$ cat config.mk
export PLATFORM = sky130hd
export DESIGN_NAME = epoch_seconds_to_calendar
export DESIGN_NICKNAME = d
export VERILOG_FILES = /design/src/rtl/ecal_pkg.sv /design/src/rtl/epoch_seconds_to_calendar.sv /design/src/rtl/ecal_date.sv
export VERILOG_INCLUDE_DIRS = /design/src /design/src/rtl
export SDC_FILE = /design/constraint.sdc
export NUM_CORES = 2
export LEC_CHECK = 0
export BUFFER_PORTS_ARGS = -buffer_cell sky130_fd_sc_hd__buf_2
export CORE_MARGIN = 5
export CORE_UTILIZATION = 61
export CTS_BUF_LIST = sky130_fd_sc_hd__clkbuf_8
export DETAILED_ROUTE_END_ITERATION = 7
export PLACE_DENSITY = 0.87
export SYNTH_ARGS = -nofsm -noshare
export SYNTH_HDL_FRONTEND = slang
export SYNTH_SLANG_ARGS = --single-unit
export TNS_END_PERCENT = 50
$ cat constraint.sdc
create_clock -name clock -period 7.3 [get_ports clock]
set_input_delay 2.19 -clock clock [delete_from_list [all_inputs] [get_ports clock]]
set_output_delay 2.19 -clock clock [all_outputs]
set_load 0.02 [all_outputs]
$ cat src/rtl/epoch_seconds_to_calendar_defines.svh
// ----------------------------------------------------------------------------
// Assertion macros for the seconds-to-calendar block
// Shared concurrent assertion forms, clocked on clock, disabled in reset.
// ----------------------------------------------------------------------------
`ifndef EPOCH_SECONDS_TO_CALENDAR_DEFINES_SVH
`define EPOCH_SECONDS_TO_CALENDAR_DEFINES_SVH

// Same-cycle implication
`define ECAL_ASSERT_IMP(lbl, ante, cons) \
   lbl: assert property (@(posedge clock) disable iff (reset) (ante) |-> (cons)) \
      else $error("ecal assertion failed");

// Implication after a fixed number of cycles
`define ECAL_ASSERT_LAT(lbl, ante, n, cons) \
   lbl: assert property (@(posedge clock) disable iff (reset) (ante) |-> ##n (cons)) \
      else $error("ecal latency assertion failed");

`endif

$ cat src/rtl/ecal_pkg.sv
// ----------------------------------------------------------------------------
// ecal_pkg
// Types, constants and calendar tables for the seconds-to-calendar pipeline.
// ----------------------------------------------------------------------------
package ecal_pkg;

   // Reset value of the base register: local 2000-01-01 00:00:00
   localparam logic [30:0] BASE_RESET = 31'd946656000;

   // Seconds per day = 2^7 * 675; divide by 675 with a reciprocal
   localparam int          DAY_LO_BITS     = 7;
   localparam logic [9:0]  DAY_DIV         = 10'd675;
   localparam logic [24:0] DAY_RECIP       = 25'd25451658;   // floor(2^34 / 675)

   // Four-year cycle, valid through 2099 (2000 is a leap year, 2100 is not)
   localparam logic [10:0] QUAD_DAYS       = 11'd1461;
   localparam logic [15:0] QUAD_RECIP      = 16'd45933;      // floor(2^26 / 1461)
   localparam logic [10:0] YEAR1_START     = 11'd366;
   localparam logic [10:0] YEAR2_START     = 11'd731;
   localparam logic [10:0] YEAR3_START     = 11'd1096;
   localparam logic [11:0] YEAR_BASE       = 12'd2000;

   // Time of day
   localparam logic [11:0] HOUR_SECS       = 12'd3600;
   localparam logic [18:0] HOUR_RECIP      = 19'd298261;     // floor(2^30 / 3600)
   localparam logic [5:0]  MIN_SECS        = 6'd60;
   localparam logic [10:0] MIN_RECIP       = 11'd1092;       // floor(2^16 / 60)

   // Control bits that travel with each item
   typedef struct packed {
      logic valid;
      logic neg;
   } ecal_ctrl_type;

   // Calendar date of one item
   typedef struct packed {
      logic [11:0] year;
      logic [3:0]  month;
      logic [4:0]  day;
   } ecal_date_type;

   // First day of year (zero based) of a month, February 29 counted when leap
   function automatic logic [8:0] month_start(input logic [3:0] mon, input logic leap);
      logic [8:0] base;
      case (mon)
         4'd1:    base = 9'd0;
         4'd2:    base = 9'd31;
         4'd3:    base = 9'd59;
         4'd4:    base = 9'd90;
         4'd5:    base = 9'd120;
         4'd6:    base = 9'd151;
         4'd7:    base = 9'd181;
         4'd8:    base = 9'd212;
         4'd9:    base = 9'd243;
         4'd10:   base = 9'd273;
         4'd11:   base = 9'd304;
         4'd12:   base = 9'd334;
         default: base = 9'd0;
      endcase
      if (leap && (mon > 4'd2)) begin
         base = base + 9'd1;
      end
      return base;
   endfunction

endpackage

$ cat src/rtl/epoch_seconds_to_calendar.sv
// ----------------------------------------------------------------------------
// epoch_seconds_to_calendar
// Signed seconds count to calendar date and time of day, base register set.
// Usage:
//   Input: an item transfers on a clock edge with start high and busy low.
//   busy is never raised, so a new item may be given in every cycle.
//   Output: each result is shown for one cycle with rsp_valid high and
//   cannot be held off by the receiver.
//   Results pass through the ten register stages of reciprocal multiplies
//   and corrections (days, quad years, hours, minutes); throughput is one
//   item per cycle, since every stage takes a new item in each cycle.
//   A count below the base gives rsp_before_base high and all fields zero.
//   Configuration: csr_write_enable writes csr_write_data to the base
//   register; write only while no item is in flight.
//   Reset clears the pipeline valid bits and restores the base register.
// ----------------------------------------------------------------------------
`include "epoch_seconds_to_calendar_defines.svh"

module epoch_seconds_to_calendar (
   input  logic        clock,
   input  logic        reset,
   input  logic        start,
   output logic        busy,
   input  logic [31:0] req_seconds_count,
   input  logic        csr_write_enable,
   input  logic [30:0] csr_write_data,
   output logic        rsp_valid,
   output logic        rsp_before_base,
   output logic [11:0] rsp_year,
   output logic [3:0]  rsp_month,
   output logic [4:0]  rsp_day_of_month,
   output logic [4:0]  rsp_hour,
   output logic [5:0]  rsp_minute,
   output logic [5:0]  rsp_second
);
   import ecal_pkg::*;

   logic [30:0] base_ff;

   ecal_ctrl_type s1_ctrl_ff, s2_ctrl_ff, s3_ctrl_ff, s4_ctrl_ff;
   ecal_ctrl_type date_ctrl;
   ecal_date_type date_out;

   logic [30:0] s1_rem_ff, s2_rem_ff;
   logic [14:0] s2_q_ff, s3_q_ff, s4_days_ff;
   logic [10:0] s3_r_ff;
   logic [6:0]  s3_lo_ff;
   logic [16:0] s4_sod_ff;

   logic        t5_neg_ff, t6_neg_ff, t7_neg_ff, t8_neg_ff, t9_neg_ff;
   logic [4:0]  t5_h_ff, t6_h_ff, t7_h_ff, t8_h_ff, t9_h_ff, t10_h_ff;
   logic [16:0] t5_sod_ff;
   logic [12:0] t6_rh_ff;
   logic [11:0] t7_rs_ff, t8_rs_ff;
   logic [5:0]  t8_m_ff, t9_m_ff, t10_m_ff;
   logic [6:0]  t9_rm_ff;
   logic [5:0]  t10_s_ff;

   logic [32:0] diff;
   logic [48:0] day_prod;
   logic [24:0] day_back;
   logic [23:0] day_r_full;
   logic [14:0] s4_days_in;
   logic [9:0]  s4_r_in;
   logic [35:0] hour_prod;
   logic [16:0] hour_back;
   logic [16:0] rh_full;
   logic [4:0]  t7_h_in;
   logic [11:0] t7_rs_in;
   logic [22:0] min_prod;
   logic [11:0] min_back;
   logic [11:0] rm_full;
   logic [4:0]  t10_h_in;
   logic [5:0]  t10_m_in;
   logic [5:0]  t10_s_in;
   logic        rsp_fields_zero;
   logic        rsp_fields_legal;

   // Never stalls
   assign busy = 1'b0;

   // Base register
   always_ff @(posedge clock) begin
      if (reset) begin
         base_ff <= BASE_RESET;
      end else if (csr_write_enable) begin
         base_ff <= csr_write_data;
      end
   end

   // Control pipe through the day split
   always_ff @(posedge clock) begin
      if (reset) begin
         s1_ctrl_ff <= '0;
         s2_ctrl_ff <= '0;
         s3_ctrl_ff <= '0;
         s4_ctrl_ff <= '0;
      end else begin
         s1_ctrl_ff.valid <= start && !busy;
         s1_ctrl_ff.neg   <= diff[32];
         s2_ctrl_ff       <= s1_ctrl_ff;
         s3_ctrl_ff       <= s2_ctrl_ff;
         s4_ctrl_ff       <= s3_ctrl_ff;
      end
   end

   // Stage 1: exact signed difference in 33 bits
   assign diff = {req_seconds_count[31], req_seconds_count} - {2'b00, base_ff};

   // Stage 2: day estimate, seconds / 86400 = (seconds >> 7) / 675
   assign day_prod = 49'(s1_rem_ff[30:DAY_LO_BITS]) * 49'(DAY_RECIP);

   // Stage 3: remainder against the estimate
   assign day_back   = 25'(s2_q_ff) * 25'(DAY_DIV);
   assign day_r_full = s2_rem_ff[30:DAY_LO_BITS] - day_back[23:0];

   // Stage 4: correct the estimate
   always_comb begin
      if (s3_r_ff >= 11'(DAY_DIV)) begin
         s4_days_in = s3_q_ff + 15'd1;
         s4_r_in    = 10'(s3_r_ff - 11'(DAY_DIV));
      end else begin
         s4_days_in = s3_q_ff;
         s4_r_in    = s3_r_ff[9:0];
      end
   end

   always_ff @(posedge clock) begin
      s1_rem_ff  <= diff[30:0];
      s2_rem_ff  <= s1_rem_ff;
      s2_q_ff    <= day_prod[48:34];
      s3_q_ff    <= s2_q_ff;
      s3_r_ff    <= day_r_full[10:0];
      s3_lo_ff   <= s2_rem_ff[DAY_LO_BITS-1:0];
   end

   always_ff @(posedge clock) begin
      s4_days_ff <= s4_days_in;
      s4_sod_ff  <= {s4_r_in, s3_lo_ff};
   end

   // Date lane
   ecal_date u_date (
      .clock    (clock),
      .reset    (reset),
      .in_ctrl  (s4_ctrl_ff),
      .in_days  (s4_days_ff),
      .out_ctrl (date_ctrl),
      .out_date (date_out)
   );

   // Time lane: hour estimate, remainder, correction
   assign hour_prod = 36'(s4_sod_ff) * 36'(HOUR_RECIP);
   assign hour_back = 17'(t5_h_ff) * 17'(HOUR_SECS);
   assign rh_full   = t5_sod_ff - hour_back;

   always_comb begin
      if (t6_rh_ff >= 13'(HOUR_SECS)) begin
         t7_h_in  = t6_h_ff + 5'd1;
         t7_rs_in = 12'(t6_rh_ff - 13'(HOUR_SECS));
      end else begin
         t7_h_in  = t6_h_ff;
         t7_rs_in = t6_rh_ff[11:0];
      end
   end

   // Minute estimate, remainder, correction; zero before the base
   assign min_prod = 23'(t7_rs_ff) * 23'(MIN_RECIP);
   assign min_back = 12'(t8_m_ff) * 12'(MIN_SECS);
   assign rm_full  = t8_rs_ff - min_back;

   always_comb begin
      if (t9_neg_ff) begin
         t10_h_in = '0;
         t10_m_in = '0;
         t10_s_in = '0;
      end else if (t9_rm_ff >= 7'(MIN_SECS)) begin
         t10_h_in = t9_h_ff;
         t10_m_in = t9_m_ff + 6'd1;
         t10_s_in = 6'(t9_rm_ff - 7'(MIN_SECS));
      end else begin
         t10_h_in = t9_h_ff;
         t10_m_in = t9_m_ff;
         t10_s_in = t9_rm_ff[5:0];
      end
   end

   always_ff @(posedge clock) begin
      t5_neg_ff <= s4_ctrl_ff.neg;
      t6_neg_ff <= t5_neg_ff;
      t7_neg_ff <= t6_neg_ff;
      t8_neg_ff <= t7_neg_ff;
      t9_neg_ff <= t8_neg_ff;
      t5_h_ff   <= hour_prod[34:30];
      t5_sod_ff <= s4_sod_ff;
      t6_h_ff   <= t5_h_ff;
      t6_rh_ff  <= rh_full[12:0];
      t7_h_ff   <= t7_h_in;
      t7_rs_ff  <= t7_rs_in;
      t8_h_ff   <= t7_h_ff;
      t8_rs_ff  <= t7_rs_ff;
      t8_m_ff   <= min_prod[21:16];
      t9_h_ff   <= t8_h_ff;
      t9_m_ff   <= t8_m_ff;
      t9_rm_ff  <= rm_full[6:0];
      t10_h_ff  <= t10_h_in;
      t10_m_ff  <= t10_m_in;
      t10_s_ff  <= t10_s_in;
   end

   // Result transfer
   assign rsp_valid        = date_ctrl.valid;
   assign rsp_before_base  = date_ctrl.neg;
   assign rsp_year         = date_out.year;
   assign rsp_month        = date_out.month;
   assign rsp_day_of_month = date_out.day;
   assign rsp_hour         = t10_h_ff;
   assign rsp_minute       = t10_m_ff;
   assign rsp_second       = t10_s_ff;

   // Field summaries for the checks
   assign rsp_fields_zero  = (rsp_year == 12'd0) && (rsp_month == 4'd0) &&
                             (rsp_day_of_month == 5'd0) && (rsp_hour == 5'd0) &&
                             (rsp_minute == 6'd0) && (rsp_second == 6'd0);
   assign rsp_fields_legal = (rsp_month != 4'd0) && (rsp_month <= 4'd12) &&
                             (rsp_day_of_month != 5'd0) && (rsp_hour <= 5'd23) &&
                             (rsp_minute <= 6'd59) && (rsp_second <= 6'd59);

   // Checks
   `ECAL_ASSERT_LAT(a_latency, start && !busy, 10, rsp_valid)
   `ECAL_ASSERT_IMP(a_no_spurious, rsp_valid, $past(start && !busy, 10))
   `ECAL_ASSERT_IMP(a_before_base_zero, rsp_valid && rsp_before_base, rsp_fields_zero)
   `ECAL_ASSERT_IMP(a_field_range, rsp_valid && !rsp_before_base, rsp_fields_legal)

endmodule

$ cat src/rtl/ecal_date.sv
// ----------------------------------------------------------------------------
// ecal_date
// Day count since 2000-01-01 to year, month and day of month; six stages.
// ----------------------------------------------------------------------------
module ecal_date (
   input  logic                   clock,
   input  logic                   reset,
   input  ecal_pkg::ecal_ctrl_type in_ctrl,
   input  logic [14:0]            in_days,
   output ecal_pkg::ecal_ctrl_type out_ctrl,
   output ecal_pkg::ecal_date_type out_date
);
   import ecal_pkg::*;

   ecal_ctrl_type d5_ctrl_ff, d6_ctrl_ff, d7_ctrl_ff, d8_ctrl_ff, d9_ctrl_ff, d10_ctrl_ff;

   logic [4:0]  d5_q_ff,  d6_q_ff,  d7_q_ff,  d8_q_ff,  d9_q_ff;
   logic [14:0] d5_days_ff;
   logic [11:0] d6_rq_ff;
   logic [10:0] d7_rd_ff;
   logic [1:0]  d8_yoff_ff, d9_yoff_ff;
   logic [8:0]  d8_doy_ff,  d9_doy_ff;
   logic        d8_leap_ff, d9_leap_ff;
   logic [3:0]  d9_month_ff;
   ecal_date_type d10_date_ff;

   logic [30:0] quad_prod;
   logic [14:0] quad_back;
   logic [14:0] rq_full;
   logic [4:0]  d7_q_in;
   logic [10:0] d7_rd_in;
   logic [1:0]  d8_yoff_in;
   logic [8:0]  d8_doy_in;
   logic [3:0]  d9_month_in;
   logic [8:0]  day_idx;
   ecal_date_type d10_date_in;

   // Control pipe
   always_ff @(posedge clock) begin
      if (reset) begin
         d5_ctrl_ff  <= '0;
         d6_ctrl_ff  <= '0;
         d7_ctrl_ff  <= '0;
         d8_ctrl_ff  <= '0;
         d9_ctrl_ff  <= '0;
         d10_ctrl_ff <= '0;
      end else begin
         d5_ctrl_ff  <= in_ctrl;
         d6_ctrl_ff  <= d5_ctrl_ff;
         d7_ctrl_ff  <= d6_ctrl_ff;
         d8_ctrl_ff  <= d7_ctrl_ff;
         d9_ctrl_ff  <= d8_ctrl_ff;
         d10_ctrl_ff <= d9_ctrl_ff;
      end
   end

   // Quad-year estimate: at most one low
   assign quad_prod = 31'(in_days) * 31'(QUAD_RECIP);

   // Remainder against the estimate
   assign quad_back = 15'(d5_q_ff) * 15'(QUAD_DAYS);
   assign rq_full   = d5_days_ff - quad_back;

   // Correct the estimate
   always_comb begin
      if (d6_rq_ff >= 12'(QUAD_DAYS)) begin
         d7_q_in  = d6_q_ff + 5'd1;
         d7_rd_in = 11'(d6_rq_ff - 12'(QUAD_DAYS));
      end else begin
         d7_q_in  = d6_q_ff;
         d7_rd_in = d6_rq_ff[10:0];
      end
   end

   // Year within the quad and day of year
   always_comb begin
      if (d7_rd_ff < YEAR1_START) begin
         d8_yoff_in = 2'd0;
         d8_doy_in  = d7_rd_ff[8:0];
      end else if (d7_rd_ff < YEAR2_START) begin
         d8_yoff_in = 2'd1;
         d8_doy_in  = 9'(d7_rd_ff - YEAR1_START);
      end else if (d7_rd_ff < YEAR3_START) begin
         d8_yoff_in = 2'd2;
         d8_doy_in  = 9'(d7_rd_ff - YEAR2_START);
      end else begin
         d8_yoff_in = 2'd3;
         d8_doy_in  = 9'(d7_rd_ff - YEAR3_START);
      end
   end

   // Month: last month whose first day is not past the day of year
   always_comb begin
      d9_month_in = 4'd1;
      for (int m = 2; m <= 12; m++) begin
         if (d8_doy_ff >= month_start(4'(m), d8_leap_ff)) begin
            d9_month_in = 4'(m);
         end
      end
   end

   // Final fields, zero before the base
   assign day_idx = d9_doy_ff - month_start(d9_month_ff, d9_leap_ff) + 9'd1;

   always_comb begin
      if (d9_ctrl_ff.neg) begin
         d10_date_in = '0;
      end else begin
         d10_date_in.year  = YEAR_BASE + 12'({d9_q_ff, d9_yoff_ff});
         d10_date_in.month = d9_month_ff;
         d10_date_in.day   = day_idx[4:0];
      end
   end

   // Data pipe
   always_ff @(posedge clock) begin
      d5_q_ff     <= quad_prod[30:26];
      d5_days_ff  <= in_days;
      d6_q_ff     <= d5_q_ff;
      d6_rq_ff    <= rq_full[11:0];
      d7_q_ff     <= d7_q_in;
      d7_rd_ff    <= d7_rd_in;
      d8_q_ff     <= d7_q_ff;
      d8_yoff_ff  <= d8_yoff_in;
      d8_doy_ff   <= d8_doy_in;
      d8_leap_ff  <= (d8_yoff_in == 2'd0);
      d9_q_ff     <= d8_q_ff;
      d9_yoff_ff  <= d8_yoff_ff;
      d9_doy_ff   <= d8_doy_ff;
      d9_leap_ff  <= d8_leap_ff;
      d9_month_ff <= d9_month_in;
      d10_date_ff <= d10_date_in;
   end

   assign out_ctrl = d10_ctrl_ff;
   assign out_date = d10_date_ff;

endmodule
# Yosys cells after proc, flatten, opt, wreduce, memory -nomap -nowiden

Memory sizes are Yosys's and may differ from the RTL's.
Index checks and enable logic that the tools add are counted.

Bits in registers: 396
Memory bits (read-only): 144
Word-level logic and storage cells: 154
Memories kept: 1

Memories:

| name             | words | bits a word | read ports | clocked after memory_dff | write ports | RTL line       | text |
|---|---|---|---|---|---|---|---|
| (name not given) | 16    | 9           | 1          | 0                        | 0           | ecal_pkg.sv:45 | `case (mon)` |

Add/subtract/negate cells: 20
$mul: 8
$lt $le $gt $ge: 19
Mux-type cells: 35
Reduce and logical (&&, ||, !) cells: 3

Operators with widths:

| cell                     | count |
|---|---|
| $mul A24 B24 Y48 const B | 1 |
| $ge A9 B8 Y1             | 4 |
| $mul A17 B19 Y35 const B | 1 |
| $sub A32 B32 Y33         | 1 |
| $mul A15 B16 Y31 const B | 1 |
| $mux W3                  | 10 |
| $ge A9 B9 Y1             | 3 |
| $mux W9                  | 3 |
| $add A5 B1 Y5 const B    | 4 |
| $mul A12 B9 Y20 const B  | 1 |
| $ge A9 B7 Y1             | 2 |
| $add A15 B1 Y15 const B  | 1 |
| $mul A15 B10 Y11 const B | 1 |
| $mux W15                 | 1 |
| $mux W5                  | 3 |
| $ge A13 B12 Y1 const B   | 1 |
| $sub A13 B13 Y13         | 1 |
| $add A11 B7 Y12 const A  | 1 |
| $ge A12 B11 Y1 const B   | 1 |
| $mul A5 B11 Y12 const B  | 1 |
| $mux W12                 | 1 |
| $mux W2                  | 6 |
| $mux W6                  | 2 |
| $sub A12 B12 Y12         | 1 |
| 28 further kinds         | 33 |

# Logic depth before layout (Yosys ltp)

Depth after elaboration: 11
Mapped depth: 22
Gate-level depth less buffers: 22

# Cells and area by module

A second synthesis with hierarchy kept.

Cell total of the unflattened synthesis: 3,258
Area total of the unflattened synthesis: 33,707.3 um^2

By module, submodules not included:

| module                    | times used | cells an instance | area an instance (um^2) |
|---|---|---|---|
| epoch_seconds_to_calendar | 1          | 2,305             | 24,070.6 |
| ecal_date                 | 1          | 953               | 9,636.7 |

# Worst setup path after synthesis

OpenSTA, ideal clock, no wires.

Kind: register to register
From: reg s1_rem_ff[19]
To: reg s2_q_ff[14]
Library setup time: 0.121 ns
Arrival time: 5.511 ns
Required time: 7.179 ns
Path slack: 1.668 ns
Cell stages (with the launch flop): 21
Path buffers: 0
Clock period less this slack: 5.632 ns
Cell sequence: dfxtp_1 fa_1 ha_1 inv_1 fa_1 inv_1 fa_1 fa_1 fa_1 inv_1 fa_1 inv_1 ha_1 o21a_1 o211ai_1 a211o_1 a32oi_1 o21ai_2 o311ai_2 a21oi_1 xnor2_1

Longest elaborated chain between the ends: 1

Ends and longest elaborated chain:

| element                | RTL line                         | text |
|---|---|---|
| from (decl)            | epoch_seconds_to_calendar.sv:44  | `logic [30:0] s1_rem_ff, s2_rem_ff;` |
| from (signal assigned) | epoch_seconds_to_calendar.sv:129 | `s1_rem_ff <= diff[30:0];` |
| $mul A24 B24 Y48       | epoch_seconds_to_calendar.sv:111 | `assign day_prod = 49'(s1_rem_ff[30:DAY_LO_BITS]) * 49'(DAY_RECIP);` |
| via day_prod[48]       | epoch_seconds_to_calendar.sv:60  | `logic [48:0] day_prod;` |
| to (signal assigned)   | epoch_seconds_to_calendar.sv:131 | `s2_q_ff <= day_prod[48:34];` |
| to (decl)              | epoch_seconds_to_calendar.sv:45  | `logic [14:0] s2_q_ff, s3_q_ff, s4_days_ff;` |

The timed path passes the listed nets, and every way through them passes these cells.
A chain may end at the register's enable or synchronous reset.

# Worst setup path in the final report

From: reg s1_rem_ff[10]
To: reg s2_q_ff[11]

The elaborated chain is that of the path after synthesis.

==> flow_summary.yaml <==
clocking:
  clock-root-buffer: "clkbuf_8"
  holdBufCountCts: 0
  ctsResizeCount: 0
  cts_sinks: 394
  htree_levels: 3
  clock_latency_ps: 660
  cts_tree: "done"
  cts_buffers: 67
  clock_path_buffers: 3
  clkTransAtPathRegs_ps: 60
  cts_setup_buffers: 0
setup_path:
  slowest_stage: "dfxtp_1"
  cpPeakStageDelay_ps: 700
  reg2reg_depth: 18
  cp.arrival_ps: 6860
  rr_endpoint: "s2_q_ff[11]$_DFF_P_"
  crit_top_cell: "fa_1"
  crit_path_end_kind: "register"
  critPathBufInv: 4
  crit_chain: "ha_1 -> ha_1 -> inv_1 -> fa_1 -> inv_1 -> fa_1 -> fa_1 -> fa_1 -> inv_1 -> fa_1 -> inv_1 -> ha_1 -> a21oi_1 -> and3_1 -> o211ai_1 -> o21ai_2 -> o2111ai_2 -> o41a_1"
  crit_family: "adder cells"
  start_kind: "register"
  path_max_fanout: 11
  crit_required_ps: 7810
  r2r-start: "s1_rem_ff[10]$_DFF_P_"
  critPathKind: "register to register"
  regToRegSetupSlack_ps: 960
global_route:
  grt_usage_pct: 24.49
  antenna_found_initial: 1
  grt_max_degree: 44
  grt_pass1_wl_um: 120300
  overflow: 0
  first_global_vias: 25250
routing:
  top_layer: "met4"
  vias: 23270
  drt-total-wl_um: 72780
  antenna_left: 0
  via_per_inst: 5.567
  wl_met3_um: 3943
  drc: 0
  firstDrtPassIters: 6
  wl_met2_um: 37080
  dr.first_iter.drc_count: 1237
  drt-met1-wl_um: 28170
  wl_per_cell_um: 17.42
timing:
  setup_viol: 0
  slew_headroom_pct: 36.59
  rsz0062_at_grt: "no"
  tns_ps: 0
  finalCritPeriodShare_pct: 86.88
  maxSlewViolCount: 0
  tightest_slew_ps: 951.2
  layout_min_cycle_time_ps: 6342
  finalHoldViolCount: 0
  max_freq_ghz: 0.1577
  clock-skew-final_ps: 37.99
synthesis:
  synth_edf_count: 0
  avgSynthCellArea_um2: 10.25
  synthSimpleGateAreaFrac_pct: 6.785
  yosys.area_share.xor_xnor_pct: 4.692
  netlist.top_cell.by_area: "ha_1"
  ys_seq_area_share_pct: 23.47
  synth-seq-cells: 394
  synth_fa_ha_area_share_pct: 48.01
  synth-main-ff-cell: "dfxtp_1"
  syn-num-nets: 4432
  yosysWarnings: 0
  synth_cell_type_count: 86
  synth_compound_area_share_pct: 7.958
  synthMuxAreaShare_pct: 0.8825
  synth_area_leaders: "ha_1 28%, dfxtp_1 23%, fa_1 20%"
  synth_top_area_share_pct: 27.93
  async_flop_share_pct: 0
  synth_top_family_by_area: "adder cells"
  syn_inst: 3278
  synth.cell_area_mm2: 0.03360
worst_hold_path:
  hold_class: "register to register"
  worstHoldPathCells: 0
  min-delay-start: "s2_rem_ff[6]$_DFF_P_"
  hold_end: "s3_lo_ff[6]$_DFF_P_"
cells_and_area:
  syn_to_final_growth_pct: 8.200
  nets: 4576
  final_cell_mix: "750 x ha_1, 709 x inv_1, 394 x dfxtp_1, 337 x fa_1, 132 x nor2_1"
  layout_commonest_cell: "ha_1"
  drive_gt1_share_pct: 7.112
die:
  die_w_um: 244.7
  initial_core_util_pct: 61.23
  io_pins: 108
  die-area_mm2: 0.05988
  coreArea_mm2: 0.05488
  die_y_um: 244.7
  core.rowCount: 86
placed_design:
  port_buffers: 106
  gp_congestion: 0.9188
  post-dp-hpwl_um: 58090
outcome:
  outcome: "complete, no violations"
job:
  max-cap-violations: 0
## flip-flops by register name, summed over array words and instances (netlist names), 12 cells and up
register	count
s1_rem_ff	31
t5_sod_ff	13
base_ff	31
u_date.d6_rq_ff	12
s4_sod_ff	17
u_date.d5_days_ff	12
u_date.out_date	19
s4_days_ff	15
s2_rem_ff	18
t7_rs_ff	12
t6_rh_ff	13
s3_q_ff	15
s2_q_ff	15
## cells by family after synthesis
kind of cell,after synthesis
adders and majority gates,1087
buffers and inverters,727
and+or+nand+nor,463
AOI/OAI and AO/OA,398
DFF,394
xor gates and xnor gates,180
muxes,28
other,1
## cell usage after synthesis, types with 4 or more instances
| master | number |
|---|---|
| buf_4 | 4 |
| or2_2 | 8 |
| o211ai_1 | 28 |
| mux2i_1 | 24 |
| a311oi_1 | 4 |
| o21a_1 | 18 |
| xor2_1 | 51 |
| nand4_1 | 18 |
| nand2_1 | 104 |
| fa_1 | 337 |
| a21o_1 | 47 |
| nor2b_1 | 53 |
| clkbuf_1 | 23 |
| a211o_1 | 11 |
| a21oi_1 | 108 |
| o31ai_1 | 5 |
| nand2b_1 | 21 |
| inv_1 | 695 |
| a31oi_1 | 17 |
| a31o_2 | 5 |
| ha_1 | 750 |
| o22ai_1 | 4 |
| a21boi_0 | 10 |
| and3_1 | 17 |
| nor3_1 | 26 |
| nor2_1 | 132 |
| nor4_1 | 6 |
| a221oi_1 | 5 |
| a211oi_1 | 10 |
| o2111ai_1 | 5 |
| o21bai_1 | 10 |
| o21ai_0 | 66 |
| dfxtp_1 | 394 |
| or3_1 | 7 |
| nand3_1 | 43 |
| xnor2_1 | 129 |
| and2_1 | 6 |
## metrics by stage
stage	hold WS [ps]	setup WS, ps	instances	utilization (%)	cell area, µm²
4_1_cts	315.0	995.2	4177	66.24	36350
3_3_place_gp	309.8	1228	4057	63.55	34870
6_report	317.6	957.7	4179	66.25	36360
2_1_floorplan	309.6	1668	3278	-	33600
3_5_place_dp	312.1	1078	4057	63.55	34870
5_1_grt	332.9	726.3	4179	66.25	36360
## final cells by class
class / instances / area [µm²]
Multi-Input combinational cell: 2157 / 22960
Fill cell: 3797 / 18520
Sequential cell: 394 / 7888
Inverter: 696 / 2613
Clock buffer: 79 / 1087
Tap cell: 704 / 880.8
Timing Repair Buffer: 106 / 530.5
Clock inverter: 41 / 391.6
Antenna cell: 2 / 5.005
## worst max-delay path by stage
stage,cells past startpoint,slack [ps],start,end
4_1_cts,18,1000,s1_rem_ff[10]$_DFF_P_,s2_q_ff[11]$_DFF_P_
5_1_grt,20,730,s1_rem_ff[21]$_DFF_P_,s2_q_ff[14]$_DFF_P_
3_5_place_dp,18,1080,s1_rem_ff[10]$_DFF_P_,s2_q_ff[11]$_DFF_P_
6_report,18,960,s1_rem_ff[10]$_DFF_P_,s2_q_ff[11]$_DFF_P_
3_3_place_gp,18,1230,s1_rem_ff[10]$_DFF_P_,s2_q_ff[11]$_DFF_P_
2_1_floorplan,20,1670,s1_rem_ff[19]$_DFF_P_,s2_q_ff[14]$_DFF_P_
## layer usage
layer	global-route usage, %	up-vias
li1	-	11010
met1	28.52	11280
met2	43.83	728
met3	4.301	250
met4	11.68	0
met5	0	-
Power is left out: the tool's default activity adds up to more than one toggle a clock period on the data nets, which glitch-free logic cannot reach.
